===== src/hdl/i2cmbs_pkg.sv =====
`default_nettype none

package i2cmbs_pkg;

  localparam int unsigned HalfPeriodW     = 16;
  localparam int unsigned ByteW           = 8;
  localparam int unsigned BitIdxW         = 4;
  localparam int unsigned DataBits        = 8;
  localparam logic [HalfPeriodW-1:0] HalfPeriodReset = 16'd250;

  typedef enum logic [1:0] {
    CMD_START = 2'd0,
    CMD_WRITE = 2'd1,
    CMD_READ  = 2'd2,
    CMD_STOP  = 2'd3
  } cmd_t;

  // levels and status for one beat on the result channel
  typedef struct packed {
    logic             scl;
    logic             sda;
    logic             busy;
    logic             done;
    logic [ByteW-1:0] read_byte;
    logic             ack_seen;
  } res_t;

endpackage

`default_nettype wire


===== src/hdl/i2cmbs_core.sv =====
`default_nettype none

module i2cmbs_core (
  input  wire logic                               clk,
  input  wire logic                               rst,
  input  wire logic                               step,
  input  wire logic [i2cmbs_pkg::HalfPeriodW-1:0] half_period,
  input  wire logic                               req_valid,
  input  wire logic [1:0]                         command,
  input  wire logic [i2cmbs_pkg::ByteW-1:0]       data_byte,
  input  wire logic                               ack_level,
  input  wire logic                               sda_in,
  output i2cmbs_pkg::res_t                        res
);
  import i2cmbs_pkg::*;

  logic [HalfPeriodW-1:0] divider_count, divider_count_next;
  logic                   phase, phase_next;
  logic [BitIdxW-1:0]     bit_index, bit_index_next;
  logic [ByteW-1:0]       shift_reg, shift_reg_next;
  cmd_t                   active_command, active_command_next;
  logic                   busy_flag, busy_flag_next;
  logic                   scl_level, scl_level_next;
  logic                   sda_level, sda_level_next;
  logic                   ack_level_hold, ack_level_hold_next;
  logic [ByteW-1:0]       read_hold, read_hold_next;
  logic                   ack_hold, ack_hold_next;
  logic                   done;

  logic [HalfPeriodW-1:0] hp;
  logic                   phase_last;
  logic [BitIdxW-1:0]     bit_inc;

  // SDA for a data or ack bit, set while SCL is low
  function automatic logic drive_sda(cmd_t c, logic [BitIdxW-1:0] idx,
                                     logic [ByteW-1:0] sh, logic ackl);
    logic data_phase;
    data_phase = (idx < BitIdxW'(DataBits));
    if (c == CMD_WRITE) return data_phase ? sh[ByteW-1] : 1'b1;
    else                return data_phase ? 1'b1 : ackl;
  endfunction

  assign hp         = (half_period == '0) ? HalfPeriodW'(1) : half_period;
  assign phase_last = ({1'b0, divider_count} + (HalfPeriodW+1)'(1)) >= {1'b0, hp};
  assign bit_inc    = bit_index + BitIdxW'(1);

  always_comb begin
    divider_count_next  = divider_count;
    phase_next          = phase;
    bit_index_next      = bit_index;
    shift_reg_next      = shift_reg;
    active_command_next = active_command;
    busy_flag_next      = busy_flag;
    scl_level_next      = scl_level;
    sda_level_next      = sda_level;
    ack_level_hold_next = ack_level_hold;
    read_hold_next      = read_hold;
    ack_hold_next       = ack_hold;
    done                = 1'b0;

    if (busy_flag) begin
      if (phase_last) begin
        divider_count_next = '0;
        case (active_command)
          CMD_START: begin
            if (!phase) begin
              sda_level_next = 1'b0;
              phase_next     = 1'b1;
            end else begin
              scl_level_next = 1'b0;
              done           = 1'b1;
            end
          end
          CMD_STOP: begin
            if (!phase) begin
              scl_level_next = 1'b1;
              phase_next     = 1'b1;
            end else begin
              sda_level_next = 1'b1;
              done           = 1'b1;
            end
          end
          default: begin
            if (!phase) begin
              scl_level_next = 1'b1;
              phase_next     = 1'b1;
            end else begin
              // sample at the end of the SCL-high half
              if (active_command == CMD_WRITE) begin
                if (bit_index < BitIdxW'(DataBits)) shift_reg_next = {shift_reg[ByteW-2:0], 1'b0};
                else                                ack_hold_next  = sda_in;
              end else if (bit_index < BitIdxW'(DataBits)) begin
                shift_reg_next = {shift_reg[ByteW-2:0], sda_in};
              end
              scl_level_next = 1'b0;
              bit_index_next = bit_inc;
              if (bit_inc > BitIdxW'(DataBits)) begin
                if (active_command == CMD_READ) read_hold_next = shift_reg_next;
                done = 1'b1;
              end else begin
                phase_next     = 1'b0;
                sda_level_next = drive_sda(active_command, bit_inc, shift_reg_next,
                                           ack_level_hold);
              end
            end
          end
        endcase
        if (done) begin
          busy_flag_next     = 1'b0;
          phase_next         = 1'b0;
          bit_index_next     = '0;
          divider_count_next = '0;
        end
      end else begin
        divider_count_next = divider_count + HalfPeriodW'(1);
      end
    end else if (req_valid) begin
      active_command_next = cmd_t'(command);
      shift_reg_next      = data_byte;
      ack_level_hold_next = ack_level;
      busy_flag_next      = 1'b1;
      phase_next          = 1'b0;
      bit_index_next      = '0;
      divider_count_next  = '0;
      case (cmd_t'(command))
        CMD_START: begin
          scl_level_next = 1'b1;
          sda_level_next = 1'b1;
        end
        CMD_STOP: sda_level_next = 1'b0;
        default: begin
          scl_level_next = 1'b0;
          sda_level_next = drive_sda(cmd_t'(command), '0, data_byte, ack_level);
        end
      endcase
    end
  end

  always_ff @(posedge clk) begin
    if (rst) begin
      divider_count  <= '0;
      phase          <= 1'b0;
      bit_index      <= '0;
      shift_reg      <= '0;
      active_command <= CMD_START;
      busy_flag      <= 1'b0;
      scl_level      <= 1'b1;
      sda_level      <= 1'b1;
      ack_level_hold <= 1'b0;
      read_hold      <= '0;
      ack_hold       <= 1'b0;
    end else if (step) begin
      divider_count  <= divider_count_next;
      phase          <= phase_next;
      bit_index      <= bit_index_next;
      shift_reg      <= shift_reg_next;
      active_command <= active_command_next;
      busy_flag      <= busy_flag_next;
      scl_level      <= scl_level_next;
      sda_level      <= sda_level_next;
      ack_level_hold <= ack_level_hold_next;
      read_hold      <= read_hold_next;
      ack_hold       <= ack_hold_next;
    end
  end

  // levels after this beat's update
  assign res.scl       = scl_level_next;
  assign res.sda       = sda_level_next;
  assign res.busy      = busy_flag_next;
  assign res.done      = done;
  assign res.read_byte = read_hold_next;
  assign res.ack_seen  = ack_hold_next;

endmodule

`default_nettype wire


===== src/hdl/i2c_master_byte_sequencer_top.sv =====
// The result of an input beat is captured in the output register when the beat is accepted.
// Throughput: one input beat per cycle; the output register lets a new beat in while the
// previous result is being taken, so input stalls only while the output is held.
// Bus phases are paced by the 16-bit divider, advanced once per accepted beat.
// Reset (rst, synchronous): sequencer idle, SCL and SDA released, half period 250.
`default_nettype none

module i2c_master_byte_sequencer_top (
  input  wire logic                               clk,
  input  wire logic                               rst,
  input  wire logic                               cfg_valid,
  output logic                                    cfg_ready,
  input  wire logic [i2cmbs_pkg::HalfPeriodW-1:0] cfg_data,
  input  wire logic                               in_valid,
  output logic                                    in_ready,
  input  wire logic                               req_valid,
  input  wire logic [1:0]                         command,
  input  wire logic [i2cmbs_pkg::ByteW-1:0]       data_byte,
  input  wire logic                               ack_level,
  input  wire logic                               sda_in,
  output logic                                    out_valid,
  input  wire logic                               out_ready,
  output logic                                    scl_out,
  output logic                                    sda_out,
  output logic                                    busy_res,
  output logic                                    done_res,
  output logic [i2cmbs_pkg::ByteW-1:0]            read_byte,
  output logic                                    ack_seen
);
  import i2cmbs_pkg::*;

  logic [HalfPeriodW-1:0] half_period;
  res_t                   res;
  res_t                   res_q;
  logic                   in_beat;

  assign cfg_ready = 1'b1;
  assign in_ready  = !out_valid || out_ready;
  assign in_beat   = in_valid && in_ready;

  always_ff @(posedge clk) begin
    if (rst) half_period <= HalfPeriodReset;
    else if (cfg_valid) half_period <= cfg_data;
  end

  i2cmbs_core u_core (
    .clk         (clk),
    .rst         (rst),
    .step        (in_beat),
    .half_period (half_period),
    .req_valid   (req_valid),
    .command     (command),
    .data_byte   (data_byte),
    .ack_level   (ack_level),
    .sda_in      (sda_in),
    .res         (res)
  );

  always_ff @(posedge clk) begin
    if (rst) begin
      out_valid <= 1'b0;
    end else if (in_beat) begin
      out_valid <= 1'b1;
    end else if (out_ready) begin
      out_valid <= 1'b0;
    end
  end

  always_ff @(posedge clk) begin
    if (in_beat) res_q <= res;
  end

  assign scl_out   = res_q.scl;
  assign sda_out   = res_q.sda;
  assign busy_res  = res_q.busy;
  assign done_res  = res_q.done;
  assign read_byte = res_q.read_byte;
  assign ack_seen  = res_q.ack_seen;

  a_done_not_busy: assert property (@(posedge clk) disable iff (rst)
    out_valid |-> !(done_res && busy_res))
    else $error("done and busy in the same result beat");

  a_accept_fills_output: assert property (@(posedge clk) disable iff (rst)
    (in_valid && in_ready) |=> out_valid)
    else $error("accepted beat produced no result");

  a_no_overwrite: assert property (@(posedge clk) disable iff (rst)
    (out_valid && !out_ready) |-> !in_ready)
    else $error("input taken while result held");

endmodule

`default_nettype wire

===== config.mk =====
export PLATFORM = sky130hd
export DESIGN_NAME = i2c_master_byte_sequencer_top
export DESIGN_NICKNAME = d
export VERILOG_FILES = /design/src/hdl/i2cmbs_pkg.sv /design/src/hdl/i2cmbs_core.sv /design/src/hdl/i2c_master_byte_sequencer_top.sv
export SDC_FILE = /design/constraint.sdc
export NUM_CORES = 1
export LEC_CHECK = 0
export BUFFER_PORTS_ARGS = -buffer_cell sky130_fd_sc_hd__buf_4
export CAP_MARGIN = 15
export CORE_ASPECT_RATIO = 0.9
export CORE_MARGIN = 1.5
export CORE_UTILIZATION = 32
export DETAILED_ROUTE_END_ITERATION = 6
export GPL_TIMING_DRIVEN = 0
export HOLD_SLACK_MARGIN = 0.03
export SETUP_SLACK_MARGIN = 0.15
export SLEW_MARGIN = 20
export SYNTH_ARGS = -nofsm -noshare
export SYNTH_HDL_FRONTEND = slang
export SYNTH_SLANG_ARGS = --single-unit
export TNS_END_PERCENT = 20

===== constraint.sdc =====
create_clock -name clk -period 4.7 [get_ports clk]
set_clock_uncertainty 0.2 [all_clocks]
set_input_delay 0.235 -clock clk [delete_from_list [all_inputs] [get_ports clk]]
set_output_delay 0.235 -clock clk [all_outputs]
set_load 0.05 [all_outputs]

==> impl_metrics.tcl, run 1 <==
set metrics [dict create \
    reg2reg_from "u_core.divider_count[0]" \
    clk_pin_slew_ns 0.06 \
    hold_start "out_ready" \
    die_w_um 123 \
    syn_inst 486 \
    min_to "out_valid" \
    ant_nets 0 \
    final_cell_count_no_fill 731 \
    cp_cell_sequence "ha_1 > nand3_4 > nor2_1 > nand3_1 > xnor2_1 > ha_1 > a21o_1 > a21oi_1 > o21ai_1 > nor4_2 > clkbuf_1 > o21ai_0 > a21oi_1" \
    max_stage_delay_ns 0.73 \
    place_inst 696 \
    critPathLaunch "u_core.divider_count[0]" \
    cts_sinks 74 \
    finalMaxSlewViolations 0 \
    avgSynthCellArea_um2 8.57 \
    start_util_pct 32.8 \
    rows 39 \
    rrSetupSlack_ns 0.67 \
    antenna_found_initial 0 \
    ys_ff_latch 74 \
    drtPass1Iterations 5 \
    pre_cts_ws_ns 0.697 \
    fin_ws_ns 0.671 \
    ys_seq_area_share_pct 38.7 \
    async_reset_ff_share_pct 0 \
    drt_iter0_markers 366 \
    p_leak_nw 2.12 \
    cp-end-kind "register" \
    min_path_cells 3 \
    status "finished clean" \
    max_freq_mhz 248 \
    worstPathMaxFanout 10 \
    total_power_mw 1.56 \
    post_cts_buffers 0 \
    hpwl_um 8090 \
    cts_tree "done" \
    routed_wl_um 10900 \
    n_antenna_cell 0 \
    final_net_count 621 \
    synth_flop_cell "dfxtp_1" \
    ios 50 \
    synth_area_mm2 0.00417 \
    hp-class "in -> reg" \
    vias_per_cell 5.16 \
    reg.largest.list "half_period: 16 flops, u_core.divider_count: 16 flops" \
    period_share_pct 85.7 \
    ctsRootBufferMaster "clkbuf_16" \
    drc_errors 0 \
    grt_pass1_wl_um 17800 \
    clock_latency_ns 0.34 \
    port_buffers 46 \
    cellPowerDensity_mw_per_mm2 300 \
    fin_area_mm2 0.00519 \
    synth_nets 545 \
    die_h_um 111 \
    timing.max_cap.violations 0 \
    overflow 0 \
    cts_buffer_depth 2 \
    track_usage_pct 16.6 \
    period_minus_slack_ns 4.03 \
    via_count 3774 \
    rsz0062_at_grt "no" \
    first_global_vias 3600 \
    synth_edf_count 13 \
    routedWlPerCell_um 14.9 \
    r2r_cells 13 \
    setup-tns-final_ns 0 \
    cts_buffers 9 \
    vdd_ir_drop_max_mv 0.170 \
    htree_levels 3 \
    crit_arrival_ns 4.09 \
    ys_types 58 \
    reg2reg_to "u_core.divider_count[5]" \
    place_area_mm2 0.00472 \
    required_ns 4.76 \
    syn_to_final_growth_pct 24.7 \
    gp_congestion 0.860 \
    critPathSlowestCell "nor4_2" \
    critical_path_class "reg -> reg" \
    core_mm2 0.0127 \
    grt_max_degree 20 \
    hold_viol 0 \
    setup-violations-final 0 \
    worst_slew_pin_slew_ns 0.810 \
    start_kind "register" \
    die_area_mm2 0.0137 \
    drive_above_1_share_pct 15.0 \
    ys.warnings.count 0 \
    relSlewSlack_pct 45.4 \
]
[worst max-delay path by stage]
stage / to / slack [ns] / cells after the start
finish: u_core.divider_count[5] / 0.67 / 13
global route: u_core.divider_count[13] / 0.26 / 13
CTS: u_core.divider_count[5] / 0.68 / 14
detailed placement: u_core.divider_count[5] / 0.70 / 13
global placement: u_core.divider_count[13] / 0.77 / 13
floorplan: u_core.bit_index[2] / 1.33 / 13
[cells in the mapped netlist, types with 8 or more instances]
cell / number / area share (%)
nand3_1: 19 / 2.3
edfxtp_1: 13 / 9.4
dfxtp_1: 61 / 29
ha_1: 25 / 7.5
nand2_1: 32 / 2.9
or3_1: 11 / 1.7
and3_1: 9 / 1.4
a21oi_1: 48 / 5.8
or2_2: 8 / 1.2
inv_1: 38 / 3.4
a311oi_1: 9 / 1.9
mux2i_1: 28 / 6.7
nor2_1: 42 / 3.8
o211ai_1: 10 / 1.8
clkbuf_1: 18 / 1.6
o21ai_0: 26 / 3.1
[area by class of cell]
cell class / count / area (um^2)
fill: 1279 / 7490
multi-input combinational: 346 / 2290
sequential: 74 / 1610
timing repair buffer: 65 / 536
clock buffer: 10 / 229
tap: 164 / 205
inverter: 39 / 146
buffer: 27 / 115
clock inverter: 6 / 57.6
[routing by layer]
metal  up-vias  track usage [%]  wire (um)
met5         -                0          0
met4         0             4.67        131
met3        13             3.55        627
met2        93             25.3       4850
met1      1772             23.4       5290
li1       1896                -          -
[layout by cell type, fill, tap and decap left out, types with 8 or more instances in the layout]
cell type / count
clkbuf_1: 19
o211ai_1: 10
a311oi_1: 9
or2_2: 8
dlygate4sd3_1: 19
buf_4: 48
o21ai_0: 26
nand2_1: 32
dfxtp_1: 61
mux2i_1: 28
edfxtp_1: 13
a21oi_1: 48
and3_1: 9
or3_1: 11
inv_1: 38
clkbuf_16: 9
nand3_1: 19
ha_1: 25
nor2_1: 42
[worst max-delay path, delay by kind of cell (launching register included)]
kind | cells | cell delay [ns]
XOR/XNOR | 1 | 0.25
AO/OA/AOI/OAI | 5 | 0.83
adder cells (fa/ha/maj) | 2 | 0.58
buffers and inverters | 1 | 0.46
flip-flops | 1 | 0.43
AND/OR/NAND/NOR | 4 | 1.21
[kinds of logic after synthesis]
kind of cell / count (synthesis) / share of synthesized area, %
AOI/OAI and AO/OA: 126 / 19.4
xor gates and xnor gates: 6 / 1.26
adders and majority gates: 25 / 7.51
buffers and inverters: 66 / 6.28
DFF: 74 / 38.7
muxes: 30 / 7.27
other: 1 / 0.0900
and+or+nand+nor: 158 / 19.5
[report_power, final]
group / internal, mW / switching [mW] / total (mW)
clock network: 0.407 / 0.270 / 0.677
logic: 0.0765 / 0.121 / 0.198
registers: 0.668 / 0.0146 / 0.683
total: 1.15 / 0.406 / 1.56
[through the flow]
| stage | hold WS [ns] | util (%) |
|---|---|---|
| 4_1_cts | 0.0403 | 40.9 |
| 3_5_place_dp | 0.261 | 37.2 |
| 5_1_grt | 0.0658 | 40.9 |
| 3_3_place_gp | 0.252 | 37.2 |
| 6_report | 0.0329 | 40.9 |
| 2_1_floorplan | 0.164 | - |
[repair_timing]
item                                   CTS  global route
endpoints found under the hold margin   19             0
gates resized for setup                  0             0
hold buffers                            19             0
No activity file was read; power rests on OpenSTA's default activity.
==> run 2: changes to the inputs <==
- SYNTH_HIERARCHICAL: not set -> 1
==> impl_metrics.tcl, run 2 <==
set metrics [dict create \
    max_freq_mhz 237 \
    p_leak_nw 2.17 \
    critical_path_class "reg -> reg" \
    timing.max_cap.violations 0 \
    syn_inst 472 \
    first_global_vias 3503 \
    rsz0062_at_grt "no" \
    relSlewSlack_pct 38.9 \
    routedWlPerCell_um 14.0 \
    n_antenna_cell 0 \
    overflow 0 \
    worstPathMaxFanout 10 \
    fin_hold_ws_ns 0.0885 \
    ys.warnings.count 6 \
    synth_flop_cell "dfxtp_1" \
    hold_viol 0 \
    synth.most_common_cell "nor2_1" \
    track_usage_pct 15.3 \
    period_share_pct 89.7 \
    synth_top_area_cell "dfxtp_1" \
    hpwl_um 7390 \
    drive_above_1_share_pct 19.1 \
    finalMaxSlewViolations 0 \
    cts_sinks 74 \
    synth_top_family_by_area "simple AND/OR/NAND/NOR gates" \
    setup-tns-final_ns 0 \
    post_cts_buffers 0 \
    cts_resized 0 \
    cp-end-kind "register" \
    drtPass1Iterations 4 \
    ys_types 56 \
    drc_errors 0 \
    synthMuxAreaShare_pct 8.43 \
    avgSynthCellArea_um2 8.84 \
    final_common_cell "nor2_1" \
    synthSimpleGateAreaFrac_pct 20.5 \
    ys_ff_latch 74 \
    cts_tree "done" \
    synth_common_cells "nor2_1, dfxtp_1, nand2_1" \
    setup-violations-final 0 \
    die_area_mm2 0.0137 \
    start_kind "register" \
    gp_congestion 0.864 \
    port_buffers 47 \
    antenna_found_initial 0 \
    synth_compound_area_share_pct 13.5 \
    clk_pin_slew_ns 0.06 \
    hp-class "in -> reg" \
    clock_latency_ns 0.34 \
    worst_slew_pin_slew_ns 0.917 \
    htree_levels 3 \
    ys_seq_area_share_pct 38.6 \
    synth.area.top_cells "dfxtp_1, edfxtp_1, mux2i_1, ha_1, nor2_1" \
    crit_arrival_ns 4.11 \
    postCtsHoldBufs 20 \
    die_w_um 123 \
    synth_edf_count 13 \
    status "finished clean" \
    reg.largest.list "half_period: 16 flops, u_core/divider_count: 16 flops" \
    via_count 3569 \
    ios 50 \
    total_power_mw 1.55 \
    final_net_count 609 \
    vdd_ir_drop_max_mv 0.177 \
    grt_pass1_wl_um 16700 \
    period_minus_slack_ns 4.21 \
    start_util_pct 32.9 \
    rows 39 \
    synthXorXnorAreaFrac_pct 4.41 \
    cellPowerDensity_mw_per_mm2 297 \
    routed_wl_um 10000 \
    rrSetupSlack_ns 0.49 \
    async_reset_ff_share_pct 0 \
    ctsRootBufferMaster "clkbuf_16" \
    fin_ws_ns 0.486 \
    syn_to_final_growth_pct 24.9 \
    cts_buffer_depth 2 \
    synth_nets 531 \
    grt_max_degree 20 \
    pre_cts_ws_ns 0.551 \
    die_h_um 111 \
    ant_nets 0 \
    synth_area_mm2 0.00417 \
    core_mm2 0.0127 \
    drt_iter0_markers 282 \
    cts_buffers 9 \
    yosysTopAreaCellShare_pct 29.3 \
    vias_per_cell 4.96 \
    required_ns 4.60 \
    synth_fa_ha_area_share_pct 7.50 \
    final_cell_mix "nor2_1, dfxtp_1, buf_4" \
]
## run 2: layout make-up
class                      count  area [um^2]
fill                        1243         7480
multi-input combinational    341         2270
sequential                    74         1610
timing repair buffer          67          553
clock buffer                  10          239
tap                          164          205
buffer                        31          193
inverter                      26         97.6
clock inverter                 6         42.5
## run 2: cells by family (layout without fill, tap and decap cells)
kind of cell             Yosys count  after routing
AND/OR/NAND/NOR                  172            172
AO/OA/AOI/OAI                     87             87
flip-flops                        74             74
buffers and inverters             57            140
multiplexers                      35             35
adder cells (fa/ha/maj)           25             25
XOR/XNOR                          21             21
other                              1              1
## run 2: report_power, final
part | internal, mW | total [mW] | switching [mW]
clock network | 0.371 | 0.642 | 0.271
registers | 0.670 | 0.688 | 0.0174
logic | 0.0935 | 0.218 | 0.125
## run 2: worst paths after layout
kind,startpoint,cells after the start,end
worst max-delay path,u_core/divider_count[0],14,ack_seen
worst min-delay path,command[0],5,u_core/active_command[0]
worst max register to register,u_core/divider_count[0],14,ack_seen
worst min register to register,u_core/read_hold[0],1,u_core/read_hold[0]
## run 2: routing by layer
metal	track usage (%)	up-vias	wire [um]	part of all wire [%]
met5	0	-	0	0
met4	3.60	0	59	0.59
met3	4.78	4	513	5.1
met2	25.8	72	4870	48
met1	19.1	1685	4600	46
li1	-	1808	-	-
## run 2: through the flow
step | area (um^2) | utilization (%) | instances
after floorplan | 4170 | - | 472
after global placement | 4730 | 37.3 | 683
after detailed placement | 4730 | 37.3 | 683
after CTS | 5210 | 41.1 | 719
after global routing | 5210 | 41.1 | 719
final | 5210 | 41.1 | 719
## run 2: critical path: stages (launching register included)
cell	delay [ns]
dfxtp_1	0.47
ha_1	0.24
nand3_1	0.17
nor3_2	0.32
and4_1	0.30
nand3_1	0.11
xnor2_1	0.26
ha_1	0.31
a21o_1	0.20
a221oi_2	0.29
nand4_2	0.29
buf_6	0.24
nand3_1	0.09
mux2_2	0.34
buf_4	0.13
